===== src/rtl/sdfc_pkg.sv =====
// ----------------------------------------------------------------------------
// sdfc_pkg
// Shared types, constants and CRC step functions for the SD SPI framing engine.
// ----------------------------------------------------------------------------
package sdfc_pkg;

	// Item kinds carried on the input tuser.
	typedef enum logic [1:0] {
		KIND_CMD   = 2'd0,
		KIND_DATA  = 2'd1,
		KIND_SEND  = 2'd2,
		KIND_CHECK = 2'd3
	} kind_t;

	localparam int unsigned IN_DATA_W = 64;
	localparam int unsigned OUT_DATA_W = 8;

	localparam logic [7:0]  CMD_START_BIT   = 8'h40;
	localparam logic [6:0]  CRC7_POLY       = 7'h09;
	localparam logic [15:0] CRC16_POLY      = 16'h1021;
	localparam logic [7:0]  FIXED_CRC_CMD0  = 8'h95;
	localparam logic [7:0]  FIXED_CRC_OTHER = 8'h87;
	localparam logic [15:0] FIXED_CRC16     = 16'hFFFF;

	// Position of the CRC7 byte within a six-word command frame.
	localparam logic [2:0] CMD_LAST_POS = 3'd5;

	// One accepted input item.
	typedef struct packed {
		kind_t       kind;
		logic [5:0]  cmd_index;
		logic [31:0] cmd_arg;
		logic [7:0]  data_byte;
		logic [15:0] received_crc;
	} item_t;

	// One result word.
	typedef struct packed {
		logic [7:0] out_byte;
		logic       crc_ok;
		logic       last;
	} result_t;

	// CRC7 (polynomial 0x09) advanced by one byte, most significant bit first.
	function automatic logic [6:0] crc7_byte(input logic [6:0] crc_in, input logic [7:0] b);
		logic [6:0] crc;
		logic       fb;
		crc = crc_in;
		for (int i = 7; i >= 0; i--) begin
			fb  = crc[6] ^ b[i];
			crc = {crc[5:0], 1'b0};
			if (fb) begin
				crc = crc ^ CRC7_POLY;
			end
		end
		return crc;
	endfunction

	// CRC-16 (polynomial 0x1021) advanced by one byte, most significant bit first.
	function automatic logic [15:0] crc16_byte(input logic [15:0] crc_in, input logic [7:0] b);
		logic [15:0] c;
		c = crc_in ^ {b, 8'h00};
		for (int i = 0; i < 8; i++) begin
			if (c[15]) begin
				c = {c[14:0], 1'b0} ^ CRC16_POLY;
			end else begin
				c = {c[14:0], 1'b0};
			end
		end
		return c;
	endfunction

endpackage


===== src/rtl/sdfc_in_reg.sv =====
// ----------------------------------------------------------------------------
// sdfc_in_reg
// Input register: holds one accepted item until the framer has issued its
// final result word.
// ----------------------------------------------------------------------------
module sdfc_in_reg (
	input  logic                             clk,
	input  logic                             arst_n,
	input  logic                             s_tvalid,
	output logic                             s_tready,
	// [5:0] cmd_index, [37:6] cmd_arg, [45:38] data_byte, [61:46] received_crc
	input  logic [sdfc_pkg::IN_DATA_W-1:0]   s_tdata,
	// [1:0] kind
	input  logic [1:0]                       s_tuser,
	input  logic                             consume,
	output sdfc_pkg::item_t                  item,
	output logic                             item_valid
);
	import sdfc_pkg::*;

	logic  valid_s1;
	item_t item_s1;

	// A new word may enter when the register is empty or its item is leaving.
	assign s_tready = !valid_s1 || consume;

	// Occupancy flag.
	always_ff @(posedge clk or negedge arst_n) begin
		if (!arst_n) begin
			valid_s1 <= 1'b0;
		end else if (s_tready) begin
			valid_s1 <= s_tvalid;
		end
	end

	// Item payload, unpacked from the stream word.
	always_ff @(posedge clk) begin
		if (s_tvalid && s_tready) begin
			item_s1.kind         <= kind_t'(s_tuser);
			item_s1.cmd_index    <= s_tdata[5:0];
			item_s1.cmd_arg      <= s_tdata[37:6];
			item_s1.data_byte    <= s_tdata[45:38];
			item_s1.received_crc <= s_tdata[61:46];
		end
	end

	assign item       = item_s1;
	assign item_valid = valid_s1;

endmodule


===== src/rtl/sdfc_framer.sv =====
// ----------------------------------------------------------------------------
// sdfc_framer
// Result sequencer: issues the held item's result words one per cycle when
// out_ready allows, advancing the command CRC7 bytewise, keeping data CRC-16.
// ----------------------------------------------------------------------------
module sdfc_framer (
	input  logic                clk,
	input  logic                arst_n,
	input  sdfc_pkg::item_t     item,
	input  logic                item_valid,
	input  logic                out_ready,
	input  logic                crc_enable,
	output sdfc_pkg::result_t   res,
	output logic                res_valid,
	output logic                consume
);
	import sdfc_pkg::*;

	logic [2:0]  pos_q;
	logic [6:0]  crc7_q;
	logic [15:0] crc16_q;

	logic        fire;
	logic [6:0]  crc7_base;
	logic [15:0] crc_send;
	logic [7:0]  cmd_byte;
	logic [7:0]  crc7_out;

	assign fire      = item_valid && out_ready;
	assign res_valid = item_valid;
	assign consume   = fire && res.last;
	assign crc7_base = (pos_q == 3'd0) ? 7'd0 : crc7_q;
	assign crc_send  = crc_enable ? crc16_q : FIXED_CRC16;

	// Closing byte of a command frame.
	always_comb begin
		if (crc_enable) begin
			crc7_out = {crc7_q, 1'b1};
		end else if (item.cmd_index == 6'd0) begin
			crc7_out = FIXED_CRC_CMD0;
		end else begin
			crc7_out = FIXED_CRC_OTHER;
		end
	end

	// Command frame byte at the current position.
	always_comb begin
		unique case (pos_q)
			3'd0:    cmd_byte = CMD_START_BIT | {2'b00, item.cmd_index};
			3'd1:    cmd_byte = item.cmd_arg[31:24];
			3'd2:    cmd_byte = item.cmd_arg[23:16];
			3'd3:    cmd_byte = item.cmd_arg[15:8];
			3'd4:    cmd_byte = item.cmd_arg[7:0];
			default: cmd_byte = crc7_out;
		endcase
	end

	// Result word for the held item and position.
	always_comb begin
		res = '{out_byte: 8'h00, crc_ok: 1'b1, last: 1'b1};
		unique case (item.kind)
			KIND_CMD: begin
				res.out_byte = cmd_byte;
				res.last     = (pos_q == CMD_LAST_POS);
			end
			KIND_DATA: begin
				res.out_byte = item.data_byte;
			end
			KIND_SEND: begin
				res.out_byte = (pos_q == 3'd0) ? crc_send[15:8] : crc_send[7:0];
				res.last     = (pos_q != 3'd0);
			end
			KIND_CHECK: begin
				res.crc_ok = !crc_enable || (item.received_crc == crc16_q);
			end
			default: begin
				res = '{out_byte: 8'h00, crc_ok: 1'b1, last: 1'b1};
			end
		endcase
	end

	// Position counter within the item's results.
	always_ff @(posedge clk or negedge arst_n) begin
		if (!arst_n) begin
			pos_q <= 3'd0;
		end else if (fire) begin
			pos_q <= res.last ? 3'd0 : pos_q + 3'd1;
		end
	end

	// Command CRC7, advanced as each of the first five frame bytes goes out.
	always_ff @(posedge clk or negedge arst_n) begin
		if (!arst_n) begin
			crc7_q <= 7'd0;
		end else if (fire && item.kind == KIND_CMD && pos_q != CMD_LAST_POS) begin
			crc7_q <= crc7_byte(crc7_base, cmd_byte);
		end
	end

	// Running data CRC-16; both end items clear it.
	always_ff @(posedge clk or negedge arst_n) begin
		if (!arst_n) begin
			crc16_q <= 16'd0;
		end else if (fire) begin
			if (item.kind == KIND_DATA) begin
				crc16_q <= crc16_byte(crc16_q, item.data_byte);
			end else if ((item.kind == KIND_SEND || item.kind == KIND_CHECK) && res.last) begin
				crc16_q <= 16'd0;
			end
		end
	end

endmodule


===== src/rtl/sdfc_out_reg.sv =====
// ----------------------------------------------------------------------------
// sdfc_out_reg
// Output register: holds one result word on the master stream until it is
// taken.
// ----------------------------------------------------------------------------
module sdfc_out_reg (
	input  logic                             clk,
	input  logic                             arst_n,
	input  sdfc_pkg::result_t                res,
	input  logic                             res_valid,
	output logic                             out_ready,
	output logic                             m_tvalid,
	input  logic                             m_tready,
	// [7:0] out_byte
	output logic [sdfc_pkg::OUT_DATA_W-1:0]  m_tdata,
	// [0] crc_ok
	output logic [0:0]                       m_tuser,
	output logic                             m_tlast
);
	import sdfc_pkg::*;

	logic    valid_q;
	result_t res_q;

	// The register can load when it is empty or its word is being taken.
	assign out_ready = !valid_q || m_tready;

	// Valid flag.
	always_ff @(posedge clk or negedge arst_n) begin
		if (!arst_n) begin
			valid_q <= 1'b0;
		end else if (out_ready) begin
			valid_q <= res_valid;
		end
	end

	// Result payload.
	always_ff @(posedge clk) begin
		if (out_ready && res_valid) begin
			res_q <= res;
		end
	end

	assign m_tvalid = valid_q;
	assign m_tdata  = res_q.out_byte;
	assign m_tuser  = res_q.crc_ok;
	assign m_tlast  = res_q.last;

endmodule


===== src/rtl/sd_spi_frame_crc_engine_top.sv =====
// ----------------------------------------------------------------------------
// sd_spi_frame_crc_engine_top
// SD card SPI-mode framing engine with CRC7 command and CRC-16 data checksums.
// ----------------------------------------------------------------------------
// Usage:
//   The slave stream takes one item per word: tuser carries the kind (command,
//   data byte, end-send, end-check) and tdata the command index, argument,
//   data byte and received CRC. The master stream returns result words: tdata
//   is the byte to send, tuser the CRC check flag, tlast marks an item's final
//   word. A command gives six words, an end-send two, the others one.
//   The cfg channel writes crc_enable; it is always ready and must be written
//   only while no item is in flight.
// Data path and throughput:
//   An accepted item is held in the input register; the sequencer forms its
//   result words combinationally and each is registered in the output
//   register before it is presented. While the output register can take
//   them, the sequencer issues one result word per cycle, so data bytes
//   stream at one per cycle; the next item loads as the last word goes.
// Reset and stalls:
//   Reset empties both registers, clears the running CRC-16 and sets
//   crc_enable. When the receiver holds tready low, the output word holds,
//   the held item waits in the input register and s_tready falls.
// ----------------------------------------------------------------------------
module sd_spi_frame_crc_engine_top (
	input  logic                             clk,
	input  logic                             arst_n,
	input  logic                             s_tvalid,
	output logic                             s_tready,
	// [5:0] cmd_index, [37:6] cmd_arg, [45:38] data_byte, [61:46] received_crc
	input  logic [sdfc_pkg::IN_DATA_W-1:0]   s_tdata,
	// [1:0] kind
	input  logic [1:0]                       s_tuser,
	output logic                             m_tvalid,
	input  logic                             m_tready,
	// [7:0] out_byte
	output logic [sdfc_pkg::OUT_DATA_W-1:0]  m_tdata,
	// [0] crc_ok
	output logic [0:0]                       m_tuser,
	output logic                             m_tlast,
	input  logic                             cfg_valid,
	output logic                             cfg_ready,
	input  logic                             cfg_data
);
	import sdfc_pkg::*;

	item_t   item;
	logic    item_valid;
	logic    consume;
	result_t res;
	logic    res_valid;
	logic    out_ready;
	logic    crc_enable_q;

	// Configuration register.
	assign cfg_ready = 1'b1;

	always_ff @(posedge clk or negedge arst_n) begin
		if (!arst_n) begin
			crc_enable_q <= 1'b1;
		end else if (cfg_valid && cfg_ready) begin
			crc_enable_q <= cfg_data;
		end
	end

	// Input register.
	sdfc_in_reg u_in_reg (
		.clk        (clk),
		.arst_n     (arst_n),
		.s_tvalid   (s_tvalid),
		.s_tready   (s_tready),
		.s_tdata    (s_tdata),
		.s_tuser    (s_tuser),
		.consume    (consume),
		.item       (item),
		.item_valid (item_valid)
	);

	// Result sequencer and CRC state.
	sdfc_framer u_framer (
		.clk        (clk),
		.arst_n     (arst_n),
		.item       (item),
		.item_valid (item_valid),
		.out_ready  (out_ready),
		.crc_enable (crc_enable_q),
		.res        (res),
		.res_valid  (res_valid),
		.consume    (consume)
	);

	// Output register.
	sdfc_out_reg u_out_reg (
		.clk       (clk),
		.arst_n    (arst_n),
		.res       (res),
		.res_valid (res_valid),
		.out_ready (out_ready),
		.m_tvalid  (m_tvalid),
		.m_tready  (m_tready),
		.m_tdata   (m_tdata),
		.m_tuser   (m_tuser),
		.m_tlast   (m_tlast)
	);

endmodule


===== config.mk =====
export PLATFORM = sky130hd
export DESIGN_NAME = sd_spi_frame_crc_engine_top
export DESIGN_NICKNAME = d
export VERILOG_FILES = /design/src/rtl/sdfc_pkg.sv /design/src/rtl/sdfc_in_reg.sv /design/src/rtl/sdfc_framer.sv /design/src/rtl/sdfc_out_reg.sv /design/src/rtl/sd_spi_frame_crc_engine_top.sv
export SDC_FILE = /design/constraint.sdc
export NUM_CORES = 1
export LEC_CHECK = 0
export CAP_MARGIN = 30
export CORE_MARGIN = 10
export CORE_UTILIZATION = 43
export DETAILED_ROUTE_END_ITERATION = 8
export DONT_BUFFER_PORTS = 1
export GPL_TIMING_DRIVEN = 1
export REMOVE_ABC_BUFFERS = 1
export SYNTH_ARGS = -nofsm -noshare
export SYNTH_HDL_FRONTEND = slang
export SYNTH_HIERARCHICAL = 1
export SYNTH_SLANG_ARGS = --single-unit

===== constraint.sdc =====
create_clock -name clk -period 4.2 [get_ports clk]
set_clock_uncertainty 0.2 [all_clocks]
set_input_delay 0.63 -clock clk [delete_from_list [all_inputs] [get_ports clk]]
set_output_delay 0.63 -clock clk [all_outputs]
set_load 0.005 [all_outputs]

==> results of run 1 <==
[where the power goes]
part           total, mW  internal, mW  leakage [nW]  switching, mW
registers           1.54          1.33          1.06          0.204
clock network      0.991         0.639         0.179          0.352
logic               1.74         0.748         0.751          0.990
total               4.27          2.72          1.99           1.55
[area by class of cell]
| type | count | area share |
|---|---|---|
| clock buffers | 9 | 0.04183 |
| clock inverters | 7 | 0.02510 |
| inverters | 8 | 0.005578 |
| multi-input cells | 269 | 0.3360 |
| flip-flops and latches | 103 | 0.5478 |
| well taps | 140 | 0.03254 |
| repair buffers | 6 | 0.01116 |
[worst paths after layout]
check	startpoint	end	cells after the start	slack, ns
worst max-delay path	u_framer/pos_q[0]$_DFFE_PN0P_	u_framer/crc7_q[5]$_DFFE_PN0P_	9	1.12
worst min-delay path	s_tdata[28]	u_in_reg/item[46]$_DFFE_PP_	0	0.18
worst max register to register	u_framer/pos_q[0]$_DFFE_PN0P_	u_framer/crc7_q[5]$_DFFE_PN0P_	9	1.12
worst min register to register	u_framer/crc7_q[4]$_DFFE_PN0P_	u_framer/crc7_q[4]$_DFFE_PN0P_	2	0.32
max in group asynchronous	arst_n	crc_enable_q$_DFFE_PN1P_	2	3.05
min in group asynchronous	arst_n	u_in_reg/item_valid$_DFFE_PN0P_	2	0.52
[state kept, by name, indices dropped and copies added, names as in the netlist]
signal	flops
u_out_reg/m_tvalid	1
u_out_reg/m_tdata	8
u_framer/pos_q	3
u_out_reg/m_tlast	1
u_out_reg/m_tuser	1
u_framer/crc16_q	16
u_in_reg/item	64
crc_enable_q	1
u_in_reg/item_valid	1
u_framer/crc7_q	7
[critical path: stages, from the launching register on]
cell	delay [ns]
dfrtp_1	0.42
inv_1	0.10
ha_1	0.52
nor2_1	0.20
a22o_1	0.36
or3_1	0.39
a211oi_2	0.25
nor3_2	0.08
xor2_1	0.16
mux2_4	0.26
[cells in the final DEF, fill, tap and decap left out, types with 5 or more instances in the layout]
cell	count
a21oi_1	8
xnor2_1	24
o21ai_0	29
dfrtp_1	28
clkbuf_16	9
mux2_2	6
a22oi_1	6
edfxtp_1	74
nand2b_1	5
nor2_1	10
nand2_1	60
inv_1	8
ha_1	5
a31oi_1	9
xor2_1	27
nor2b_1	5
[metal layers]
| metal | routed length [microns] | vias up |
|---|---|---|
| met5 | 0 | - |
| met4 | 257 | 0 |
| met3 | 877 | 22 |
| met2 | 4726 | 104 |
| met1 | 4923 | 1447 |
| li1 | - | 1444 |
[repair_timing]
item	4_1_cts	5_1_grt
hold buffers	2	0
resized for setup	0	0
endpoints found under the hold margin	29	0
[kinds of logic after synthesis]
| logic type | Yosys count | synth area share |
|---|---|---|
| buffers and inverters | 27 | 0.02412 |
| other | 1 | 0.0007691 |
| AOI/OAI and AO/OA | 86 | 0.1188 |
| and+or+nand+nor | 114 | 0.1178 |
| xor gates and xnor gates | 51 | 0.09161 |
| muxes | 12 | 0.02925 |
| DFF | 103 | 0.6048 |
| adders and majority gates | 5 | 0.01283 |
==> flow_metrics.env, run 1 <==
export IMPL_status="finished, final reports clean"
export IMPL_insertion_delay_ns=0.34
export IMPL_hp_class="in -> reg"
export IMPL_start_util=0.4440
export IMPL_avgSynthCellArea_sq_um=12.22
export IMPL_dr_first_iter_drc_count=236
export IMPL_die_w_microns=126.5
export IMPL_postSynth_asyncResetShare=0.2816
export IMPL_yosys_warnings=6
export IMPL_htree_levels=3
export IMPL_placed_area_sq_mm=0.004994
export IMPL_synthDistinctLibCells=62
export IMPL_synth_common_cells="74 x edfxtp_1, 60 x nand2_1, 29 x o21ai_0"
export IMPL_arrival_ns=3.11
export IMPL_fin_setup_tns_ns=0
export IMPL_total_power_mw=4.266
export IMPL_cap_violations=0
export IMPL_rsz0062_at_grt="false"
export IMPL_cts_made_buffers=9
export IMPL_peakVddDrop_mv=0.3747
export IMPL_nFillCells=978
export IMPL_grt_first_pass_wirelength_microns=17140
export IMPL_clock_sinks=103
export IMPL_yosysTopAreaCellShare=0.4557
export IMPL_via_per_inst=5.566
export IMPL_setup_viol=0
export IMPL_ys_seq_elements=103
export IMPL_post_place_ws_ns=1.099
export IMPL_routabilityCongestion=0.8179
export IMPL_critPathMaxFanout=15
export IMPL_drc_errors=0
export IMPL_maxSlewHeadroom=0.4505
export IMPL_yosys_area_top_type="edfxtp_1"
export IMPL_cts_tree="built"
export IMPL_netlist_area_sq_mm=0.004876
export IMPL_cts_root_buffer="clkbuf_16"
export IMPL_crit_required_ns=4.23
export IMPL_wl_per_cell_microns=19.90
export IMPL_worst_slew_pin_slew_ns=0.8243
export IMPL_dp_hpwl_microns=7680
export IMPL_use_met3=0.04915
export IMPL_whs_ns=0.1764
export IMPL_fin_ws_ns=1.121
export IMPL_drtPass1Iterations=5
export IMPL_grt_usage=0.1363
export IMPL_cts_clk_slew_worst_paths_ns=0.07
export IMPL_areaGrowthSynthToFinish_pct=10.42
export IMPL_grt_met2_usage=0.1941
export IMPL_worst_setup_path_start_kind="flip-flop"
export IMPL_ys_top_cells_by_area="edfxtp_1 46%, dfrtp_1 14%, xor2_1 4.8%"
export IMPL_fin_cells=542
export IMPL_final_area_sq_mm=0.005384
export IMPL_cts_buffer_depth=2
export IMPL_min_period_ns=3.079
export IMPL_antenna_found_initial=0
export IMPL_powerDensity_mw_per_mm2=792.4
export IMPL_overflow=0
export IMPL_vias=3017
export IMPL_routed_wirelength_microns=10790
export IMPL_path_class="reg -> reg"
export IMPL_std_cell_rows=38
export IMPL_ant_nets=0
export IMPL_busiest_layer="met2"
export IMPL_num_antenna_cells=0
export IMPL_core_area_sq_mm=0.01098
export IMPL_multi_input_area_sq_mm=0.001809
export IMPL_report_final_hold_viol_count=0
export IMPL_dpl_cell_count=524
export IMPL_maxSlewViolCount=0
export IMPL_synth_ff_type="edfxtp_1"
export IMPL_min_period_over_period=0.7330
export IMPL_io_pins=85
export IMPL_synth_edff_count=74
export IMPL_seqCellArea_sq_mm=0.002949
export IMPL_portBuffers=0
export IMPL_die_h_microns=126.5
export IMPL_synth_most_common_cell="edfxtp_1"
export IMPL_p_leak_nw=1.990
export IMPL_fin_util=0.4902
export IMPL_grt_max_degree=65
export IMPL_nNetsFinal=474
export IMPL_grt_pass1_vias=3075
export IMPL_netlist_instances=399
export IMPL_die_area_sq_mm=0.01600
export IMPL_max_freq_mhz=324.8
export IMPL_post_cts_buffers=0
export IMPL_crit_path_end_kind="flip-flop"
export IMPL_drive_gt1_frac=0.1095
export IMPL_yosysSeqAreaShare=0.6048
export IMPL_gr_usage_met1=0.1799
Note: power is estimated with default switching activity, not from simulation.
==> run 2: changes to the inputs <==
==> constraint.sdc (replaced) <==
create_clock -name clk -period 2.9 [get_ports clk]
set_clock_uncertainty 0.2 [all_clocks]
set_input_delay 0.435 -clock clk [delete_from_list [all_inputs] [get_ports clk]]
set_output_delay 0.435 -clock clk [all_outputs]
set_load 0.005 [all_outputs]
==> run 2 against run 1 <==
  * Register-to-register slack got worse by 1.0 ns
  * Die area did not move
  * Final area rose by 16%
  * Clock power rose by 47%
  * Core utilization rose by 7.9 points
  * Count of clock-buffer cells in the layout rose by 1
  * Non-clock buffer count rose by 85
  * Sequential share of layout area fell by 7.6 points
  * Largest cell class unchanged
  * Largest power group unchanged
==> flow_metrics.env, run 2 (synthesized netlist as in run 1, its figures left out) <==
export IMPL_whs_ns=0.03404
export IMPL_hp_class="in -> reg"
export IMPL_busiest_layer="met2"
export IMPL_routabilityCongestion=0.8386
export IMPL_core_area_sq_mm=0.01098
export IMPL_fin_ws_ns=0.08871
export IMPL_nFillCells=913
export IMPL_grt_met2_usage=0.2272
export IMPL_die_h_microns=126.5
export IMPL_via_per_inst=5.392
export IMPL_start_util=0.4440
export IMPL_cts_tree="built"
export IMPL_fin_setup_tns_ns=0
export IMPL_maxSlewViolCount=0
export IMPL_peakVddDrop_mv=0.6007
export IMPL_cts_buffer_depth=2
export IMPL_status="finished, final reports clean"
export IMPL_crit_required_ns=2.94
export IMPL_io_pins=85
export IMPL_std_cell_rows=38
export IMPL_maxSlewHeadroom=0.6307
export IMPL_use_met3=0.04456
export IMPL_overflow=0
export IMPL_cts_made_buffers=9
export IMPL_drc_errors=0
export IMPL_drive_gt1_frac=0.1478
export IMPL_vias=3381
export IMPL_die_w_microns=126.5
export IMPL_setup_viol=0
export IMPL_arrival_ns=2.85
export IMPL_htree_levels=3
export IMPL_die_area_sq_mm=0.01600
export IMPL_final_area_sq_mm=0.006256
export IMPL_largest_register_ffs=64
export IMPL_grt_max_degree=30
export IMPL_routed_wirelength_microns=12050
export IMPL_portBuffers=0
export IMPL_cts_clk_slew_worst_paths_ns=0.07
export IMPL_drtPass1Iterations=5
export IMPL_max_stage_delay_ns=0.56
export IMPL_powerDensity_mw_per_mm2=1057
export IMPL_grt_first_pass_wirelength_microns=19380
export IMPL_ff2ff_path_depth=9
export IMPL_insertion_delay_ns=0.35
export IMPL_dp_hpwl_microns=8225
export IMPL_areaGrowthSynthToFinish_pct=28.30
export IMPL_crit_path_end_kind="flip-flop"
export IMPL_min_period_over_period=0.9694
export IMPL_gr_usage_met1=0.2069
export IMPL_worst_slew_pin_slew_ns=0.5521
export IMPL_worst_setup_path_start_kind="flip-flop"
export IMPL_dr_first_iter_drc_count=267
export IMPL_worstPathCellList="ha_1 -> ha_2 -> and2_1 -> a221o_1 -> or4_1 -> nand3_1 -> nor3_2 -> xor2_1 -> mux2_4"
export IMPL_cts_root_buffer="clkbuf_16"
export IMPL_placed_area_sq_mm=0.005174
export IMPL_report_final_hold_viol_count=0
export IMPL_holdPathStages=1
export IMPL_ant_nets=0
export IMPL_grt_pass1_vias=3508
export IMPL_grt_usage=0.1511
export IMPL_num_antenna_cells=0
export IMPL_min_period_ns=2.811
export IMPL_nNetsFinal=559
export IMPL_p_leak_nw=2.366
export IMPL_post_place_ws_ns=0.02251
export IMPL_max_freq_mhz=355.7
export IMPL_cap_violations=0
export IMPL_rsz0062_at_grt="false"
export IMPL_cpMaxStageDelayCell="or4_1"
export IMPL_clock_sinks=103
export IMPL_wl_per_cell_microns=19.22
export IMPL_critPathMaxFanout=6
export IMPL_antenna_found_initial=0
export IMPL_final_common_cell="edfxtp_1"
export IMPL_layout_common_cells="74 x edfxtp_1, 66 x dlygate4sd3_1, 60 x nand2_1"
export IMPL_path_class="reg -> reg"
-- run 2: cell types whose count changed in the layout (fill, tap and decap cells not counted), sizes merged --
cell	change
dlygate4sd3	+65
buf	+20
clkinv	-2
clkbuf	+1
clkinvlp	+1
-- run 2: report_power, final --
part / switching, mW / internal (mW)
Combinational: 1.56 / 1.37
Sequential: 0.286 / 1.93
Clock: 0.532 / 0.930
Total: 2.38 / 4.23
-- run 2: critical path: cells and delay by family (launching register included) --
kind	cells	cell delay, ns
simple gates	4	0.87
flops	1	0.44
fa+ha+maj	2	0.42
compound gates	1	0.36
mux	1	0.26
xor+xnor	1	0.16
-- run 2: cell type report --
type,instances,area [sq um],area share
clock buffer,10,229.0,0.03660
sequential,103,2950,0.4716
inverter,8,30.03,0.004800
timing repair buffer,91,898.4,0.1436
tap,140,175.2,0.02800
clock inverter,6,132.6,0.02120
multi-input combinational,269,1841,0.2942
-- run 2: worst paths after layout --
path                                                start                        endpoint  slack (ns)
hold reg to reg            u_framer/crc7_q[2]$_DFFE_PN0P_  u_framer/crc7_q[2]$_DFFE_PN0P_        0.32
min in group asynchronous                          arst_n   u_framer/pos_q[0]$_DFFE_PN0P_        0.34
setup reg to reg            u_framer/pos_q[0]$_DFFE_PN0P_  u_framer/crc7_q[5]$_DFFE_PN0P_        0.09
hold / removal                                   cfg_data        crc_enable_q$_DFFE_PN1P_        0.03
max in group asynchronous                          arst_n        crc_enable_q$_DFFE_PN1P_        1.93
setup / recovery            u_framer/pos_q[0]$_DFFE_PN0P_  u_framer/crc7_q[5]$_DFFE_PN0P_        0.09
-- run 2: timing repair --
item,4_1_cts,5_1_grt
endpoints found under the setup margin,0,63
buffers inserted,0,1
hold endpoints to repair,94,0
resized for setup,0,10
hold buffers,67,0
-- run 2: metal layers --
layer | wire (microns) | up-vias
met3 | 802 | 10
met5 | 0 | -
met2 | 5636 | 113
li1 | - | 1610
met1 | 5498 | 1648
met4 | 114 | 0
-- run 2: stage by stage --
| stage | std cells | utilization | power (mW) |
|---|---|---|---|
| 2_1_floorplan | 380 | - | 4.120 |
| 3_3_place_gp | 543 | 0.4711 | 4.904 |
| 3_5_place_dp | 543 | 0.4711 | 4.980 |
| 4_1_cts | 626 | 0.5660 | 6.532 |
| 5_1_grt | 627 | 0.5696 | 7.011 |
| 6_report | 627 | 0.5696 | 6.613 |
==> run 3: changes to the inputs <==
--- a/config.mk
+++ b/config.mk
@@ -5,6 +5,7 @@
 export SDC_FILE = /design/constraint.sdc
 export NUM_CORES = 1
 export LEC_CHECK = 0
+export ABC_AREA = 1
 export CAP_MARGIN = 30
 export CORE_MARGIN = 10
 export CORE_UTILIZATION = 43
==> run 3 against run 2 <==
  * Global-route usage barely moved
  * Count of clock-buffer cells in the layout fell by 1
  * Die area rose by 2.4%
  * Wire length rose by 1.2%
  * Critical path type is now reg -> out
  * Highest routed layer unchanged
==> flow_metrics.env, run 3 <==
export IMPL_grt_max_degree=65
export IMPL_final_area_sq_mm=0.006202
export IMPL_powerDensity_mw_per_mm2=947.5
export IMPL_grt_first_pass_wirelength_microns=19630
export IMPL_die_w_microns=128.0
export IMPL_antenna_found_initial=0
export IMPL_synth_ff_type="edfxtp_1"
export IMPL_nNetsFinal=661
export IMPL_synth_most_common_cell="nand2_1"
export IMPL_crit_required_ns=2.27
export IMPL_peakVddDrop_mv=0.6186
export IMPL_p_comb_frac=0.429
export IMPL_p_clk_frac=0.208
export IMPL_grt_pass1_vias=3836
export IMPL_vias=3780
export IMPL_placed_area_sq_mm=0.005205
export IMPL_die_area_sq_mm=0.01638
export IMPL_cts_buffer_depth=2
export IMPL_path_class="reg -> out"
export IMPL_rsz0062_at_grt="false"
export IMPL_fin_util=0.5432
export IMPL_worst_setup_path_start_kind="flip-flop"
export IMPL_insertion_delay_ns=0.35
export IMPL_wl_per_cell_microns=16.66
export IMPL_dr_first_iter_drc_count=361
export IMPL_yosys_area_top_type="edfxtp_1"
export IMPL_min_period_ns=2.709
export IMPL_arrival_ns=2.07
export IMPL_post_cts_resize_count=0
export IMPL_yosys_warnings=6
export IMPL_total_power_mw=5.876
export IMPL_drive_gt1_frac=0.1036
export IMPL_intPower_mw=3.465
export IMPL_num_antenna_cells=0
export IMPL_overflow=0
export IMPL_layout_common_cells="131 x nand2_1, 74 x edfxtp_1, 68 x dlygate4sd3_1"
export IMPL_nFillCells=1039
export IMPL_cts_tree="built"
export IMPL_routabilityCongestion=0.9085
export IMPL_maxSlewViolCount=0
export IMPL_ys_seq_elements=103
export IMPL_netlist_area_sq_mm=0.005012
export IMPL_io_pins=85
export IMPL_routed_wirelength_microns=12200
export IMPL_yosysTopAreaCellShare=0.4433
export IMPL_clock_sinks=103
export IMPL_maxSlewHeadroom=0.6702
export IMPL_netlist_instances=506
export IMPL_drc_errors=0
export IMPL_drtPass1Iterations=5
export IMPL_worst_slew_pin_slew_ns=0.4912
export IMPL_ant_nets=0
export IMPL_postSynth_asyncResetShare=0.2816
export IMPL_synthDistinctLibCells=43
export IMPL_max_freq_mhz=369.2
export IMPL_final_common_cell="nand2_1"
export IMPL_synth_common_cells="131 x nand2_1, 74 x edfxtp_1, 58 x inv_1"
export IMPL_critPathMaxFanout=19
export IMPL_dp_hpwl_microns=8576
export IMPL_max_stage_delay_ns=0.42
export IMPL_setup_viol=0
export IMPL_core_area_sq_mm=0.01142
export IMPL_cts_root_buffer="clkbuf_16"
export IMPL_die_h_microns=128.0
export IMPL_cap_violations=0
export IMPL_crit_path_end_kind="output pin"
export IMPL_hp_class="in -> reg"
export IMPL_grt_usage=0.1512
export IMPL_largest_register_ffs=64
export IMPL_post_cts_buffers=0
export IMPL_htree_levels=3
export IMPL_portBuffers=0
export IMPL_start_util=0.4390
export IMPL_yosysSeqAreaShare=0.5884
export IMPL_via_per_inst=5.164
export IMPL_status="finished, final reports clean"
export IMPL_std_cell_rows=39
export IMPL_seq_power_share=0.363
export IMPL_areaGrowthSynthToFinish_pct=23.74
export IMPL_switchingPower_mw=2.411
export IMPL_avgSynthCellArea_sq_um=9.906
export IMPL_min_period_over_period=0.9340
export IMPL_cpMaxStageDelayCell="dfrtp_1"
export IMPL_cts_made_buffers=9
export IMPL_synth_edff_count=74
export IMPL_report_final_hold_viol_count=0
export IMPL_p_leak_nw=2.584
export IMPL_netSwitchingFraction=0.4103
export IMPL_worstPathCellList="inv_1 -> ha_1 -> inv_2 -> nor2_8 -> a21oi_1 -> inv_1 -> nor2_1 -> inv_1 -> nand2_1"
export IMPL_cts_clk_slew_worst_paths_ns=0.06
export IMPL_cpMostUsedCell="inv_1"
export IMPL_ys_top_cells_by_area="edfxtp_1 44%, dfrtp_1 14%, nand2_1 9.8%"
[run 3: cell types whose count changed after synthesis, moves of 12 or more]
| cell | delta |
|---|---|
| nand2_1 | +71 |
| clkbuf_1 | -12 |
| inv_1 | +50 |
| nand3_1 | +39 |
| nor2_1 | +22 |
| o22ai_1 | +17 |
| xor2_1 | -20 |
[run 3: area by class of cell]
cell class,count,area (sq um),area share
Sequential cell,103,2949,0.4755
Clock inverter,7,71.32,0.01150
Clock buffer,9,225.2,0.03631
Tap cell,143,178.9,0.02885
Timing Repair Buffer,75,758.2,0.1223
Inverter,64,245.2,0.03954
Multi-Input combinational cell,331,1774,0.2861
[run 3: path summary, 6_finish.rpt]
kind	startpoint	endpoint	slack, ns	depth (start not counted)
worst max-delay path	u_framer/pos_q[0]$_DFFE_PN0P_	s_tready	0.19	9
worst min-delay path	s_tvalid	u_in_reg/item_valid$_DFFE_PN0P_	0.04	2
worst max register to register	u_framer/pos_q[1]$_DFFE_PN0P_	u_in_reg/item[35]$_DFFE_PP_	0.33	11
worst min register to register	u_framer/crc7_q[1]$_DFFE_PN0P_	u_framer/crc7_q[1]$_DFFE_PN0P_	0.30	2
max in group asynchronous	arst_n	crc_enable_q$_DFFE_PN1P_	1.90	2
min in group asynchronous	arst_n	u_framer/pos_q[0]$_DFFE_PN0P_	0.36	2
[run 3: kinds of logic after synthesis]
kind of cell / synth area share
XOR/XNOR: 0.03844
flip-flops: 0.5884
AO/OA/AOI/OAI: 0.07664
other: 0.0007482
buffers and inverters: 0.05991
adder cells (fa/ha/maj): 0.01248
AND/OR/NAND/NOR: 0.2234
[run 3: metal layers]
layer	GRT usage	vias up	share of wire
met5	0	-	0
met4	0.05563	0	0.018
met3	0.03970	21	0.058
met2	0.2375	107	0.47
met1	0.1964	1794	0.45
li1	-	1858	-
[run 3: what timing repair did]
action,in CTS,in global routing
hold buffers,69,0
endpoints found under the hold margin,94,0
setup endpoints to repair,0,0
[run 3: power groups by stage]
stage	Combinational (mW)	Clock, mW	Sequential (mW)
detailed placement	2.40	0	2.17
CTS	2.51	1.26	2.14
finish	2.52	1.22	2.14
global route	2.84	1.31	2.17
floorplan	1.87	0	2.11
global placement	2.36	0	2.16
[run 3: worst max-delay path: cells and delay by family (launching register included)]
kind            cells  cell delay (ns)
simple gates        3             0.44
buf+inv             4             0.42
flops               1             0.42
fa+ha+maj           1             0.30
compound gates      1             0.14
[run 3: through the flow]
stage                     worst slack [ns]  hold WS (ns)  cells  setup TNS [ns]
after global routing              0.004328       0.04264    732               0
after floorplan                     -2.192      -0.06059    498         -140.28
final                               0.1913       0.04148    732               0
after global placement              0.3929      -0.05935    647               0
after CTS                           0.1635       0.02969    732               0
after detailed placement            0.3686      -0.05925    647               0
